$ cat src/design/dst_pkg.sv
// ---------------------------------------------------------------------------
// Diagnostic session table package
// Payload types, slot record layout and the action, event and state codes.
// ---------------------------------------------------------------------------
package dst_pkg;

    // Action codes of one input item.
    localparam logic [2:0] ACT_CREATE  = 3'd0;
    localparam logic [2:0] ACT_DESTROY = 3'd1;
    localparam logic [2:0] ACT_EVENT   = 3'd2;
    localparam logic [2:0] ACT_TOUCH   = 3'd3;
    localparam logic [2:0] ACT_CHECK   = 3'd4;

    // Event codes.
    localparam logic [2:0] EV_TIMEOUT  = 3'd0;
    localparam logic [2:0] EV_REQUEST  = 3'd1;
    localparam logic [2:0] EV_SECURITY = 3'd2;
    localparam logic [2:0] EV_ERROR    = 3'd3;
    localparam logic [2:0] EV_RESPONSE = 3'd4;
    localparam logic [2:0] EV_RESET    = 3'd5;

    // Session states.
    localparam logic [2:0] ST_DEFAULT  = 3'd0;
    localparam logic [2:0] ST_PROG     = 3'd1;
    localparam logic [2:0] ST_EXTENDED = 3'd2;
    localparam logic [2:0] ST_SAFETY   = 3'd3;
    localparam logic [2:0] ST_SUPPLIER = 3'd4;
    localparam logic [2:0] ST_EOL      = 3'd5;

    // Configuration register indexes.
    localparam logic [2:0] CFG_MAX_ERR   = 3'd0;
    localparam logic [2:0] CFG_REQ_SEC   = 3'd1;
    localparam logic [2:0] CFG_NESTED    = 3'd2;
    localparam logic [2:0] CFG_AUTO_CLR  = 3'd3;
    localparam logic [2:0] CFG_S3_TMO    = 3'd4;

    // Service bytes and the sweep interval.
    localparam logic [7:0]  SVC_SESSION_CTRL = 8'h10;
    localparam logic [7:0]  SVC_SEC_ACCESS   = 8'h27;
    localparam logic [31:0] CHECK_INTERVAL   = 32'd100;

    typedef struct packed {
        logic [2:0]  action;
        logic [31:0] target_id;
        logic [2:0]  event_code;
        logic [7:0]  first_byte;
        logic [7:0]  second_byte;
        logic [31:0] now_ms;
    } t_in;

    typedef struct packed {
        logic        ok;
        logic [31:0] new_id;
        logic [2:0]  session_state;
        logic [4:0]  active_count;
    } t_out;

    typedef struct packed {
        logic [31:0] id;
        logic [2:0]  state;
        logic [7:0]  security;
        logic [7:0]  errors;
        logic [31:0] last;
    } t_slot;

    typedef struct packed {
        logic [7:0]  max_err;
        logic        req_sec;
        logic        nested;
        logic        auto_clr;
        logic [31:0] s3_tmo;
    } t_cfg;

    typedef struct packed {
        t_slot slot;
        logic  good;
    } t_evt_res;

endpackage

$ cat src/design/dst_evt.sv
// ---------------------------------------------------------------------------
// Session event transition
// Applies one event to a slot record through the fixed transition table.
// ---------------------------------------------------------------------------
module dst_evt (
    input  dst_pkg::t_slot    i_slot,
    input  logic [2:0]        i_ev,
    input  logic [7:0]        i_b0,
    input  logic [7:0]        i_b1,
    input  logic [31:0]       i_now,
    input  dst_pkg::t_cfg     i_cfg,
    output dst_pkg::t_evt_res o_res
);

    logic [7:0] w_err_inc;

    // Saturating error count.
    assign w_err_inc = (i_slot.errors == 8'hFF) ? i_slot.errors : i_slot.errors + 8'd1;

    // Transition table; fields change even on some failed events.
    always_comb begin
        o_res.slot = i_slot;
        o_res.good = 1'b0;
        priority if (i_slot.state == dst_pkg::ST_DEFAULT && i_ev == dst_pkg::EV_TIMEOUT) begin
            o_res.slot.security = 8'd0;
            o_res.slot.errors   = 8'd0;
            o_res.good          = 1'b1;
        end else if (i_slot.state == dst_pkg::ST_DEFAULT && i_ev == dst_pkg::EV_REQUEST) begin
            if (i_b0 == dst_pkg::SVC_SESSION_CTRL) begin
                o_res.slot.last  = i_now;
                o_res.slot.state = dst_pkg::ST_EXTENDED;
                o_res.good       = 1'b1;
            end
        end else if (i_slot.state == dst_pkg::ST_PROG && i_ev == dst_pkg::EV_SECURITY) begin
            if (i_slot.errors >= i_cfg.max_err) begin
                o_res.good = 1'b0;
            end else if (i_b0 == dst_pkg::SVC_SEC_ACCESS) begin
                o_res.slot.security = i_b1;
                o_res.slot.errors   = 8'd0;
                o_res.good          = 1'b1;
            end else begin
                o_res.slot.errors = w_err_inc;
            end
        end else if (i_slot.state == dst_pkg::ST_EXTENDED && i_ev == dst_pkg::EV_REQUEST) begin
            if (!(i_cfg.req_sec && i_slot.security == 8'd0)) begin
                o_res.slot.last = i_now;
                o_res.good      = 1'b1;
            end
        end else if (i_slot.state == dst_pkg::ST_SAFETY && i_ev == dst_pkg::EV_ERROR) begin
            o_res.slot.errors = w_err_inc;
            if (w_err_inc >= i_cfg.max_err) begin
                o_res.slot.state = dst_pkg::ST_DEFAULT;
                o_res.good       = 1'b1;
            end
        end else if (i_slot.state == dst_pkg::ST_SUPPLIER && i_ev == dst_pkg::EV_RESPONSE) begin
            o_res.slot.last = i_now;
            o_res.good      = 1'b1;
        end else if (i_slot.state == dst_pkg::ST_EOL && i_ev == dst_pkg::EV_RESET) begin
            o_res.slot.security = 8'd0;
            o_res.slot.errors   = 8'd0;
            o_res.slot.state    = dst_pkg::ST_DEFAULT;
            o_res.good          = 1'b1;
        end else begin
            o_res.good = 1'b0;
        end
    end

endmodule

$ cat src/design/diag_session_table_fsm.sv
// Create and rejected items pass from accept straight to the done state.
// Lookup items scan the slot memory one entry per cycle and stop at a match.
// The timeout sweep reads every slot, only once CHECK_INTERVAL has elapsed.
// One item at a time; the next is taken once the result is queued for output.
// Reset clears all control state and slot valid bits; an invalid slot is free.
// ---------------------------------------------------------------------------
// Diagnostic session table
// Session records live in a one-port-write, one-port-read slot memory; a
// sequencer walks it for id lookup and the S3 timeout sweep.
// ---------------------------------------------------------------------------
module diag_session_table_fsm #(
    parameter int SLOTS = 16
) (
    input  logic            i_clk,
    input  logic            i_rst_n,
    input  logic            i_item_valid,
    output logic            o_item_ready,
    input  dst_pkg::t_in    i_item,
    output logic            o_res_valid,
    input  logic            i_res_ready,
    output dst_pkg::t_out   o_res,
    input  logic            i_cfg_valid,
    output logic            o_cfg_ready,
    input  logic [2:0]      i_cfg_index,
    input  logic [31:0]     i_cfg_data
);

    localparam int AW = (SLOTS > 1) ? $clog2(SLOTS) : 1;
    localparam int CW = $clog2(SLOTS + 1);

    typedef enum logic [2:0] {
        S_IDLE = 3'b001,
        S_SCAN = 3'b010,
        S_DONE = 3'b100
    } t_state;

    typedef struct packed {
        logic        ok;
        logic [31:0] new_id;
        logic [2:0]  sst;
    } t_pend;

    t_state            r_state, n_state;
    dst_pkg::t_in      r_item, n_item;
    dst_pkg::t_cfg     r_cfg;
    logic [SLOTS-1:0]  r_valid, n_valid;
    logic [CW-1:0]     r_count, n_count;
    logic [31:0]       r_next, n_next;
    logic [31:0]       r_last_chk, n_last_chk;
    logic [CW-1:0]     r_ra, n_ra;
    logic              r_pv, n_pv;
    logic [AW-1:0]     r_pa, n_pa;
    t_pend             r_pend, n_pend;
    logic              r_ov, n_ov;
    dst_pkg::t_out     r_res, n_res;

    // Slot memory and its registered read port.
    dst_pkg::t_slot    r_mem [SLOTS];
    dst_pkg::t_slot    r_rd;
    logic              r_rdv;
    logic [AW-1:0]     w_rd_addr;
    logic              w_we;
    logic [AW-1:0]     w_wa;
    dst_pkg::t_slot    w_wd;

    // Lowest free slot.
    logic              w_free_found;
    logic [AW-1:0]     w_free_idx;

    dst_pkg::t_evt_res w_evt;
    logic [2:0]        w_evt_code;
    logic              w_sweep;
    logic              w_last;
    logic [31:0]       w_idle_time;

    assign o_item_ready = (r_state == S_IDLE);
    assign o_cfg_ready  = 1'b1;
    assign o_res_valid  = r_ov;
    assign o_res        = r_res;

    assign w_sweep    = (r_item.action == dst_pkg::ACT_CHECK);
    assign w_evt_code = w_sweep ? dst_pkg::EV_TIMEOUT : r_item.event_code;
    assign w_rd_addr  = r_ra[AW-1:0];
    assign w_last     = (r_pa == AW'(SLOTS - 1));
    assign w_idle_time = r_item.now_ms - r_rd.last;

    dst_evt u_evt (
        .i_slot (r_rd),
        .i_ev   (w_evt_code),
        .i_b0   (r_item.first_byte),
        .i_b1   (r_item.second_byte),
        .i_now  (r_item.now_ms),
        .i_cfg  (r_cfg),
        .o_res  (w_evt)
    );

    // Priority encoder for the first unused slot.
    always_comb begin
        w_free_found = 1'b0;
        w_free_idx   = '0;
        for (int k = SLOTS - 1; k >= 0; k--) begin
            if (!r_valid[k]) begin
                w_free_found = 1'b1;
                w_free_idx   = AW'(k);
            end
        end
    end

    // Sequencer and read-modify-write control.
    always_comb begin
        n_state    = r_state;
        n_item     = r_item;
        n_valid    = r_valid;
        n_count    = r_count;
        n_next     = r_next;
        n_last_chk = r_last_chk;
        n_ra       = r_ra;
        n_pv       = 1'b0;
        n_pa       = r_pa;
        n_pend     = r_pend;
        n_ov       = r_ov && !i_res_ready;
        n_res      = r_res;
        w_we       = 1'b0;
        w_wa       = r_pa;
        w_wd       = w_evt.slot;
        unique case (r_state)
            S_IDLE: begin
                if (i_item_valid) begin
                    n_item = i_item;
                    n_pend = '0;
                    n_ra   = '0;
                    n_state = S_DONE;
                    unique case (i_item.action)
                        dst_pkg::ACT_CREATE: begin
                            if (w_free_found) begin
                                w_we    = 1'b1;
                                w_wa    = w_free_idx;
                                w_wd    = '0;
                                w_wd.id = r_next;
                                w_wd.last = i_item.now_ms;
                                n_valid[w_free_idx] = 1'b1;
                                n_count = r_count + CW'(1);
                                n_next  = (r_next == 32'hFFFF_FFFF) ? 32'd1 : r_next + 32'd1;
                                n_pend.ok     = 1'b1;
                                n_pend.new_id = r_next;
                            end
                        end
                        dst_pkg::ACT_DESTROY, dst_pkg::ACT_TOUCH: begin
                            if (i_item.target_id != 32'd0) begin
                                n_state = S_SCAN;
                            end
                        end
                        dst_pkg::ACT_EVENT: begin
                            if (i_item.target_id != 32'd0 &&
                                i_item.event_code <= dst_pkg::EV_RESET) begin
                                n_state = S_SCAN;
                            end
                        end
                        dst_pkg::ACT_CHECK: begin
                            if (i_item.now_ms - r_last_chk >= dst_pkg::CHECK_INTERVAL) begin
                                n_last_chk = i_item.now_ms;
                                n_state    = S_SCAN;
                            end
                        end
                        default: begin
                            n_state = S_DONE;
                        end
                    endcase
                end
            end
            S_SCAN: begin
                // Issue the next read while the previous entry is examined.
                if (r_ra < CW'(SLOTS)) begin
                    n_ra = r_ra + CW'(1);
                    n_pv = 1'b1;
                    n_pa = r_ra[AW-1:0];
                end
                if (r_pv) begin
                    if (w_sweep) begin
                        if (r_rdv && w_idle_time > r_cfg.s3_tmo) begin
                            w_we = 1'b1;
                            if (r_cfg.auto_clr) begin
                                n_valid[r_pa] = 1'b0;
                                n_count = r_count - CW'(1);
                            end
                        end
                        if (w_last) begin
                            n_pend.ok = 1'b1;
                            n_state   = S_DONE;
                        end
                    end else if (r_rdv && r_rd.id == r_item.target_id) begin
                        n_state = S_DONE;
                        n_pend.ok = 1'b1;
                        unique case (r_item.action)
                            dst_pkg::ACT_DESTROY: begin
                                n_valid[r_pa] = 1'b0;
                                n_count = r_count - CW'(1);
                            end
                            dst_pkg::ACT_TOUCH: begin
                                w_we      = 1'b1;
                                w_wd      = r_rd;
                                w_wd.last = r_item.now_ms;
                            end
                            default: begin
                                w_we       = 1'b1;
                                n_pend.ok  = w_evt.good;
                                n_pend.sst = w_evt.slot.state;
                            end
                        endcase
                    end else if (w_last) begin
                        n_state = S_DONE;
                    end
                end
            end
            S_DONE: begin
                if (!r_ov || i_res_ready) begin
                    n_ov  = 1'b1;
                    n_res.ok            = r_pend.ok;
                    n_res.new_id        = r_pend.new_id;
                    n_res.session_state = r_pend.sst;
                    n_res.active_count  = 5'(r_count);
                    n_state = S_IDLE;
                end
            end
            default: begin
                n_state = S_IDLE;
            end
        endcase
    end

    // Slot memory.
    always_ff @(posedge i_clk) begin
        if (w_we) begin
            r_mem[w_wa] <= w_wd;
        end
        r_rd <= r_mem[w_rd_addr];
    end

    // Payload registers.
    always_ff @(posedge i_clk) begin
        r_item <= n_item;
        r_pa   <= n_pa;
        r_pend <= n_pend;
        r_res  <= n_res;
        r_ra   <= n_ra;
    end

    // Control state.
    always_ff @(posedge i_clk) begin
        if (!i_rst_n) begin
            r_state    <= S_IDLE;
            r_valid    <= '0;
            r_count    <= '0;
            r_next     <= 32'd1;
            r_last_chk <= 32'd0;
            r_pv       <= 1'b0;
            r_rdv      <= 1'b0;
            r_ov       <= 1'b0;
        end else begin
            r_state    <= n_state;
            r_valid    <= n_valid;
            r_count    <= n_count;
            r_next     <= n_next;
            r_last_chk <= n_last_chk;
            r_pv       <= n_pv;
            r_rdv      <= r_valid[w_rd_addr];
            r_ov       <= n_ov;
        end
    end

    // Configuration registers.
    always_ff @(posedge i_clk) begin
        if (!i_rst_n) begin
            r_cfg.max_err  <= 8'd3;
            r_cfg.req_sec  <= 1'b0;
            r_cfg.nested   <= 1'b1;
            r_cfg.auto_clr <= 1'b0;
            r_cfg.s3_tmo   <= 32'd5000;
        end else if (i_cfg_valid) begin
            unique case (i_cfg_index)
                dst_pkg::CFG_MAX_ERR:  r_cfg.max_err  <= i_cfg_data[7:0];
                dst_pkg::CFG_REQ_SEC:  r_cfg.req_sec  <= i_cfg_data[0];
                dst_pkg::CFG_NESTED:   r_cfg.nested   <= i_cfg_data[0];
                dst_pkg::CFG_AUTO_CLR: r_cfg.auto_clr <= i_cfg_data[0];
                dst_pkg::CFG_S3_TMO:   r_cfg.s3_tmo   <= i_cfg_data;
                default: begin
                end
            endcase
        end
    end

    // The session count tracks the used slots.
    a_count_match: assert property (@(posedge i_clk) disable iff (!i_rst_n)
        $countones(r_valid) == 32'(r_count))
        else $error("session count differs from used slots");

    a_count_range: assert property (@(posedge i_clk) disable iff (!i_rst_n)
        32'(r_count) <= SLOTS)
        else $error("session count above table size");

    // Issued ids never become zero.
    a_next_id: assert property (@(posedge i_clk) disable iff (!i_rst_n)
        r_next != 32'd0)
        else $error("next session id is zero");

endmodule
$ cat config.mk
export PLATFORM = sky130hd
export DESIGN_NAME = diag_session_table_fsm
export DESIGN_NICKNAME = d
export VERILOG_FILES = /design/src/design/dst_pkg.sv /design/src/design/dst_evt.sv /design/src/design/diag_session_table_fsm.sv
export SDC_FILE = /design/constraint.sdc
export NUM_CORES = 2
export LEC_CHECK = 0
export CORE_MARGIN = 8
export CORE_UTILIZATION = 53
export CTS_BUF_LIST = sky130_fd_sc_hd__clkbuf_16
export DETAILED_ROUTE_END_ITERATION = 7
export DONT_BUFFER_PORTS = 1
export GPL_TIMING_DRIVEN = 1
export PLACE_DENSITY = 0.68
export REMOVE_ABC_BUFFERS = 1
export SYNTH_ARGS = -nofsm -noshare
export SYNTH_HDL_FRONTEND = slang
export SYNTH_SLANG_ARGS = --single-unit
$ cat constraint.sdc
create_clock -name i_clk -period 11.71 [get_ports i_clk]
set_input_delay 2.342 -clock i_clk [delete_from_list [all_inputs] [get_ports i_clk]]
set_output_delay 2.342 -clock i_clk [all_outputs]
set_load 0.05 [all_outputs]
Word-level counts from Yosys, hierarchy flattened

Memories as Yosys holds them, arrays and structs flattened. A register that Yosys moved wholly into a read port is not among the register bits.
Cells that the tools add are included.

Flip-flop bits (word level): 305
Latch bits: 0
RAM bits: 1328
ROM bits: 0
Input port bits: 126
Output and inout bits: 44
Word-level logic and storage cells: 282
Memories kept: 1

Memories:

| memory | depth | bits a word | rd ports | clocked after Yosys merged registers in | wr ports | line                         | source |
|---|---|---|---|---|---|---|---|
| r_mem  | 16    | 83          | 1        | 1                                       | 1        | diag_session_table_fsm.sv:58 | `dst_pkg::t_slot r_mem [SLOTS];` |

Add/sub/neg operators: 7
Multiply operators: 0
Div/mod/pow operators: 0
$lt $le $gt $ge: 11
Equal/unequal tests: 43
Shift-type cells: 0
Mux-type cells: 148
Bitwise logic cells: 3
Reductions and logical operators: 42

Operators with widths:

| cell                  | number |
|---|---|
| $mux 83               | 3 |
| $mux 16               | 13 |
| $mux 51               | 4 |
| $mux 33               | 6 |
| $pmux 83 s2           | 1 |
| $mux 32               | 5 |
| $mux 4                | 20 |
| $sub 32x32->32        | 2 |
| $mux 3                | 20 |
| $mux 19               | 3 |
| $mux 5                | 11 |
| $mux 1                | 45 |
| $mux 8                | 5 |
| $mux 36               | 1 |
| $add 32x1->32 const B | 1 |
| $eq 32x32->1          | 1 |
| $eq 32x32->1 const B  | 1 |
| $ge 32x7->1 const B   | 1 |
| $gt 32x32->1          | 1 |
| $pmux 16 s2           | 1 |
| $reduce_bool 32->1    | 1 |
| $eq 3x2->1 const B    | 9 |
| $eq 3x3->1 const B    | 8 |
| $pmux 5 s2            | 2 |
| 38 further kinds      | 89 |

Depth between registers and ports, before layout

Depth in word-level cells: 25
Depth in mapped cells: 26
Depth with buffers taken out: 25

By module

Synthesis repeated with hierarchy kept, for this count alone.

Cell total of the unflattened synthesis: 4174
Area total of the unflattened synthesis: 71532.4 um^2

By module, submodules not included:

| module                 | times used | cells an instance | area an instance (um^2) | seq. area each (um^2) |
|---|---|---|---|---|
| diag_session_table_fsm | 1          | 3894              | 69354.0                 | 49387.4 |
| dst_evt                | 1          | 280               | 2178.3                  | 0.0 |

Worst setup path after synthesis

OpenSTA, ideal clock, no wires.

Kind: input to register
Start point: input port i_item_valid
End point: memory r_mem[4][0] in the netlist's numbering (enable)
Library setup time: 0.525 ns
Arrival: 8.705 ns
Required time: 11.185 ns
Slack: 2.480 ns
Cell stages on the path: 8
Buffers on the path: 1
Path through: nand2_1 -> inv_2 -> nand2b_1 -> a21oi_2 -> clkbuf_1 -> mux2i_1 -> nand3_1 -> nor2_1

Word-level cells in the longest chain between the ends: 4
Elaborated cells on any way between the ends: 6
Those cells by class: mux: 6

RTL lines:

| element                      | line                          | source |
|---|---|---|
| start: declaration           | diag_session_table_fsm.sv:16  | `input logic i_item_valid,` |
| $mux 1                       | diag_session_table_fsm.sv:128 | `if (i_item_valid) begin` |
| $pmux 1 s2                   | diag_session_table_fsm.sv:126 | `unique case (r_state)` |
| $mux 1                       | diag_session_table_fsm.sv:233 | `if (w_we) begin` |
| $mux 1 (not written as such) | diag_session_table_fsm.sv:234 | `r_mem[w_wa] <= w_wd;` |
| end: declaration             | diag_session_table_fsm.sv:58  |  |

Parallel ways exist; a longest one is shown, timed or not.

Worst setup path after layout

Start point: register r_item[1] in the netlist's numbering
End point: memory r_mem[15][20] in the netlist's numbering (enable)

Word-level cells in the longest chain between the ends: 9

RTL lines:

| element                      | line                          | source |
|---|---|---|
| start: declaration           | diag_session_table_fsm.sv:44  | `dst_pkg::t_in r_item, n_item;` |
| start signal: assignment     | diag_session_table_fsm.sv:241 | `r_item <= n_item;` |
| $sub 32x32->32               | diag_session_table_fsm.sv:85  | `assign w_idle_time = r_item.now_ms - r_rd.last;` |
| $gt 32x32->1                 | diag_session_table_fsm.sv:180 | `if (r_rdv && w_idle_time > r_cfg.s3_tmo) begin` |
| $logic_and 1x1->1            | diag_session_table_fsm.sv:180 |  |
| $mux 1                       | diag_session_table_fsm.sv:180 |  |
| $mux 1                       | diag_session_table_fsm.sv:179 | `if (w_sweep) begin` |
| $mux 1                       | diag_session_table_fsm.sv:178 | `if (r_pv) begin` |
| $pmux 1 s2                   | diag_session_table_fsm.sv:126 |  |
| $mux 1                       | diag_session_table_fsm.sv:233 |  |
| $mux 1 (not written as such) | diag_session_table_fsm.sv:234 |  |

Every way passes these cells.

==> impl_results.md <==
* CP Cell Sequence: ha_1, nor2b_1, o2111ai_1, a211oi_1, a211o_1, a41oi_1, a2111oi_0, nand3_1, nand3_1, nand2_1, o21ai_0, xnor2_1, ha_1, nand4_1, nor4_1, a22oi_1, o211ai_1, a21o_1, nand3_1, nor2_4, buf_4
* Max clock buf depth at 3
* Initial antenna violation count at 8
* Synth Area in Adders at 0.0216
* TritonRoute pass-1 iters at 6
* Clk_skew at 0.0431 ns
* WHS at 0.413 ns
* Num Clock Sinks at 1716
* Die width at 380 um
* Post-cts repair resize count at 0
* Multiplexer share of the synthesized area at 0.147
* Drt initial violations at 4248
* DP HPWL at 103000 um
* Setup Buffers After CTS at 0
* Max H-tree Level at 4
* Outcome: finished, final reports clean
* Setup crit start kind: register
* Seq pwr share at 0.522
* Hold-fix buffers, CTS at 0
* #FFs+latches synth at 1716
* Worst Path Arrival at 8.31 ns
* RSZ-0062 raised after global routing: false
* Syn Std Cell Area at 70100 sq um
* CP dominant cell by count: nand3_1
* Nets at 4263
* Layout filler cell count at 9591
* Most common flop cell mapped by yosys: edfxtp_1
* Reported max-cap violation count at 0
* Tmin final at 7.91 ns
* Number of enable flip-flop cells after synthesis at 1500
* Final setup fails at 0
* Overall routed net length at 166000 um
* Crit path largest cell delay at 0.94 ns
* Final hold vios at 0
* # DRC at 0
* Switching part of the total at 0.232
* Post-synth ARST share at 0
* CTS Root Cell: clkbuf_16
* Largest net degree at the start of global routing at 147
* Dpl cell area at 72300 sq um
* Leakage at 25.3 nW
* Avg Inst Size Synth at 17.7 sq um
* GP Congestion at 0.881
* GRT Overall Usage at 0.226
* Post-synthesis cell type count at 80
* Psw at 0.00311 W
* Top-Level Pins at 170
* Port Buffers at 0
* Compound-Gate Fraction of Synth Area at 0.0455
* Fin area at 77700 sq um
* Pins Over Slew Limit at 0
* Delay-heaviest family, CP: compound AO/OA/AOI/OAI gates
* Largest family of logic cells by synthesized area: multiplexers
* Synth Instances at 3962
* Max stage delay cell, worst path: nor2_4
* Xor/xnor share of the synthesized area at 0.0137
* Die Area at 144000 sq um
* Comb pwr share at 0.088
* Core ar. at 131000 sq um
* Via count at 36900
* WL/cell at 28.0 um
* Synth Warn # at 0
* Worst-Skew Late Latency at 0.81 ns
* CP Class: reg -> reg
* Vias per cell at 6.23
* Proportion of layout cells with a drive suffix above 1 at 0.191
* Die height at 380 um
* Fmax at 126 MHz
* Buf/Inv on CP at 1
* Starting Density at 0.533
* CTS tree: done
* Clock network power share at 0.390
* Fin crit share at 0.675
* Vias in the first global route at 36300
* Post-synthesis sequential area ratio at 0.704
* Slew HR at 0.142
* First-pass GRT wire length at 245000 um
* WP data required at 12.11 ns
* Area Overhead vs Synth at 10.8%
* Synth Area in Simple Gates at 0.0489
* Fin util at 0.591
* Hold Path Class: reg -> reg
* Cell area power density at 172 nW/um^2
* Internal power at 0.0103 W
* Setup TNS at 0 ns
* CTS Buf Count at 169
* Floorplan row count at 133
* Kind of end point of the critical path: register
* Crit-path max FO at 53
* Worst Max-Slew Pin Slew at 1.28 ns
* Grt total ovfl at 0
* Clock input transition at the sequential cells of the worst setup and hold paths at 0.06 ns
* Final ANT Viol Nets at 0
* Worst-case vdd ir drop at 0.156 mV
[power groups by stage]
stage	clock (W)	sequential [W]	combinational, W
6_report	0.00522	0.00698	0.00118
5_1_grt	0.00554	0.00699	0.00129
3_5_place_dp	0	0.00711	0.00117
2_1_floorplan	0	0.00714	0.000925
3_3_place_gp	0	0.00711	0.00115
4_1_cts	0.00532	0.00698	0.00118
[layout make-up]
type | instances | area [sq um] | area share
Antenna cell | 2 | 5.00 | 0.0000644
Clock buffer | 171 | 4280 | 0.0551
Clock inverter | 144 | 1080 | 0.0139
Inverter | 181 | 684 | 0.00881
Multi-Input combinational cell | 1893 | 19500 | 0.252
Sequential cell | 1716 | 49400 | 0.636
Tap cell | 1755 | 2200 | 0.0283
Timing Repair Buffer | 57 | 515 | 0.00664
[cell usage in the layout (no fill, tap or decap), types with 50 or more instances in the layout]
cell type	synthesis	routed
edfxtp_1	1500	1500
mux4_2	420	420
nand2_1	246	246
inv_1	178	221
dfxtp_1	216	216
clkbuf_16	0	171
nor2_1	140	124
ha_1	116	116
a21oi_1	98	97
o21ai_0	66	65
xnor2_1	57	57
xor2_1	53	53
nand3_1	51	51
buf_4	1	50
[path summary, 6_finish.rpt]
path | endpoint | from | cells after the start | slack, ns
hold / removal | o_res[13] | r_pend[8] | 0 | 0.41
setup reg to reg | r_mem[15][20] | r_item[1] | 21 | 3.80
hold reg to reg | o_res[13] | r_pend[8] | 0 | 0.41
setup / recovery | r_mem[15][20] | r_item[1] | 21 | 3.80
[sequential cells by signal (all words and copies together) (netlist names), 16 cells and up]
register	count
r_rd	83
r_cfg	42
r_last_chk	32
r_pend	36
r_mem	1328
r_item	86
r_valid	16
r_next	32
o_res	41
[through the flow]
step	power (W)	setup slack, ns	std cells
finish	0.0134	3.80	5919
floorplan	0.00806	-3.07	3790
detailed placement	0.00829	3.75	5602
global route	0.0138	3.10	5917
global placement	0.00826	3.83	5602
CTS	0.0135	3.67	5917
[logic make-up (layout without fill, tap and decap cells)]
group,Yosys count,count (layout)
flip-flops,1716,1716
AO/OA/AOI/OAI,457,457
other,1,3
AND/OR/NAND/NOR,709,709
multiplexers,497,497
XOR/XNOR,110,110
buffers and inverters,353,553
adder cells (fa/ha/maj),119,119
[synth_stat cells (all sizes together) (18+ instances only)]
master | count | area share
mux4 | 420 | 0.13
nand2 | 246 | 0.013
clkbuf | 121 | 0.0065
o211ai | 18 | 0.0019
ha | 116 | 0.021
nor2 | 140 | 0.0075
nand3 | 51 | 0.0036
mux2i | 41 | 0.0059
inv | 181 | 0.0097
xnor2 | 57 | 0.0071
nand2b | 27 | 0.0024
nor4 | 30 | 0.0027
a21oi | 101 | 0.0074
mux2 | 36 | 0.0058
nor3 | 36 | 0.0027
and3 | 23 | 0.0021
a21boi | 47 | 0.0050
dfxtp | 216 | 0.062
o21ai | 73 | 0.0052
buf | 51 | 0.0034
nand4 | 42 | 0.0037
edfxtp | 1500 | 0.64
a222oi | 32 | 0.0046
and2 | 45 | 0.0040
nor2b | 20 | 0.0018
a21o | 44 | 0.0047
xor2 | 53 | 0.0066
[worst reg2reg max path, stage by stage, from the launching register on]
cell	delay (ns)
edfxtp_1	0.43
ha_1	0.30
nor2b_1	0.19
o2111ai_1	0.16
a211oi_1	0.42
a211o_1	0.27
a41oi_1	0.17
a2111oi_0	0.83
nand3_1	0.19
nand3_1	0.14
nand2_1	0.09
o21ai_0	0.22
xnor2_1	0.11
ha_1	0.34
nand4_1	0.16
nor4_1	0.35
a22oi_1	0.12
o211ai_1	0.45
a21o_1	0.33
nand3_1	0.37
nor2_4	0.94
buf_4	0.91
[per-layer routing]
layer,routed length (um),GRT usage
met1,71000,0.330
met2,78800,0.357
met3,12500,0.0431
met4,3340,0.0520
met5,0,0
Power figures use the tool's default switching activity.
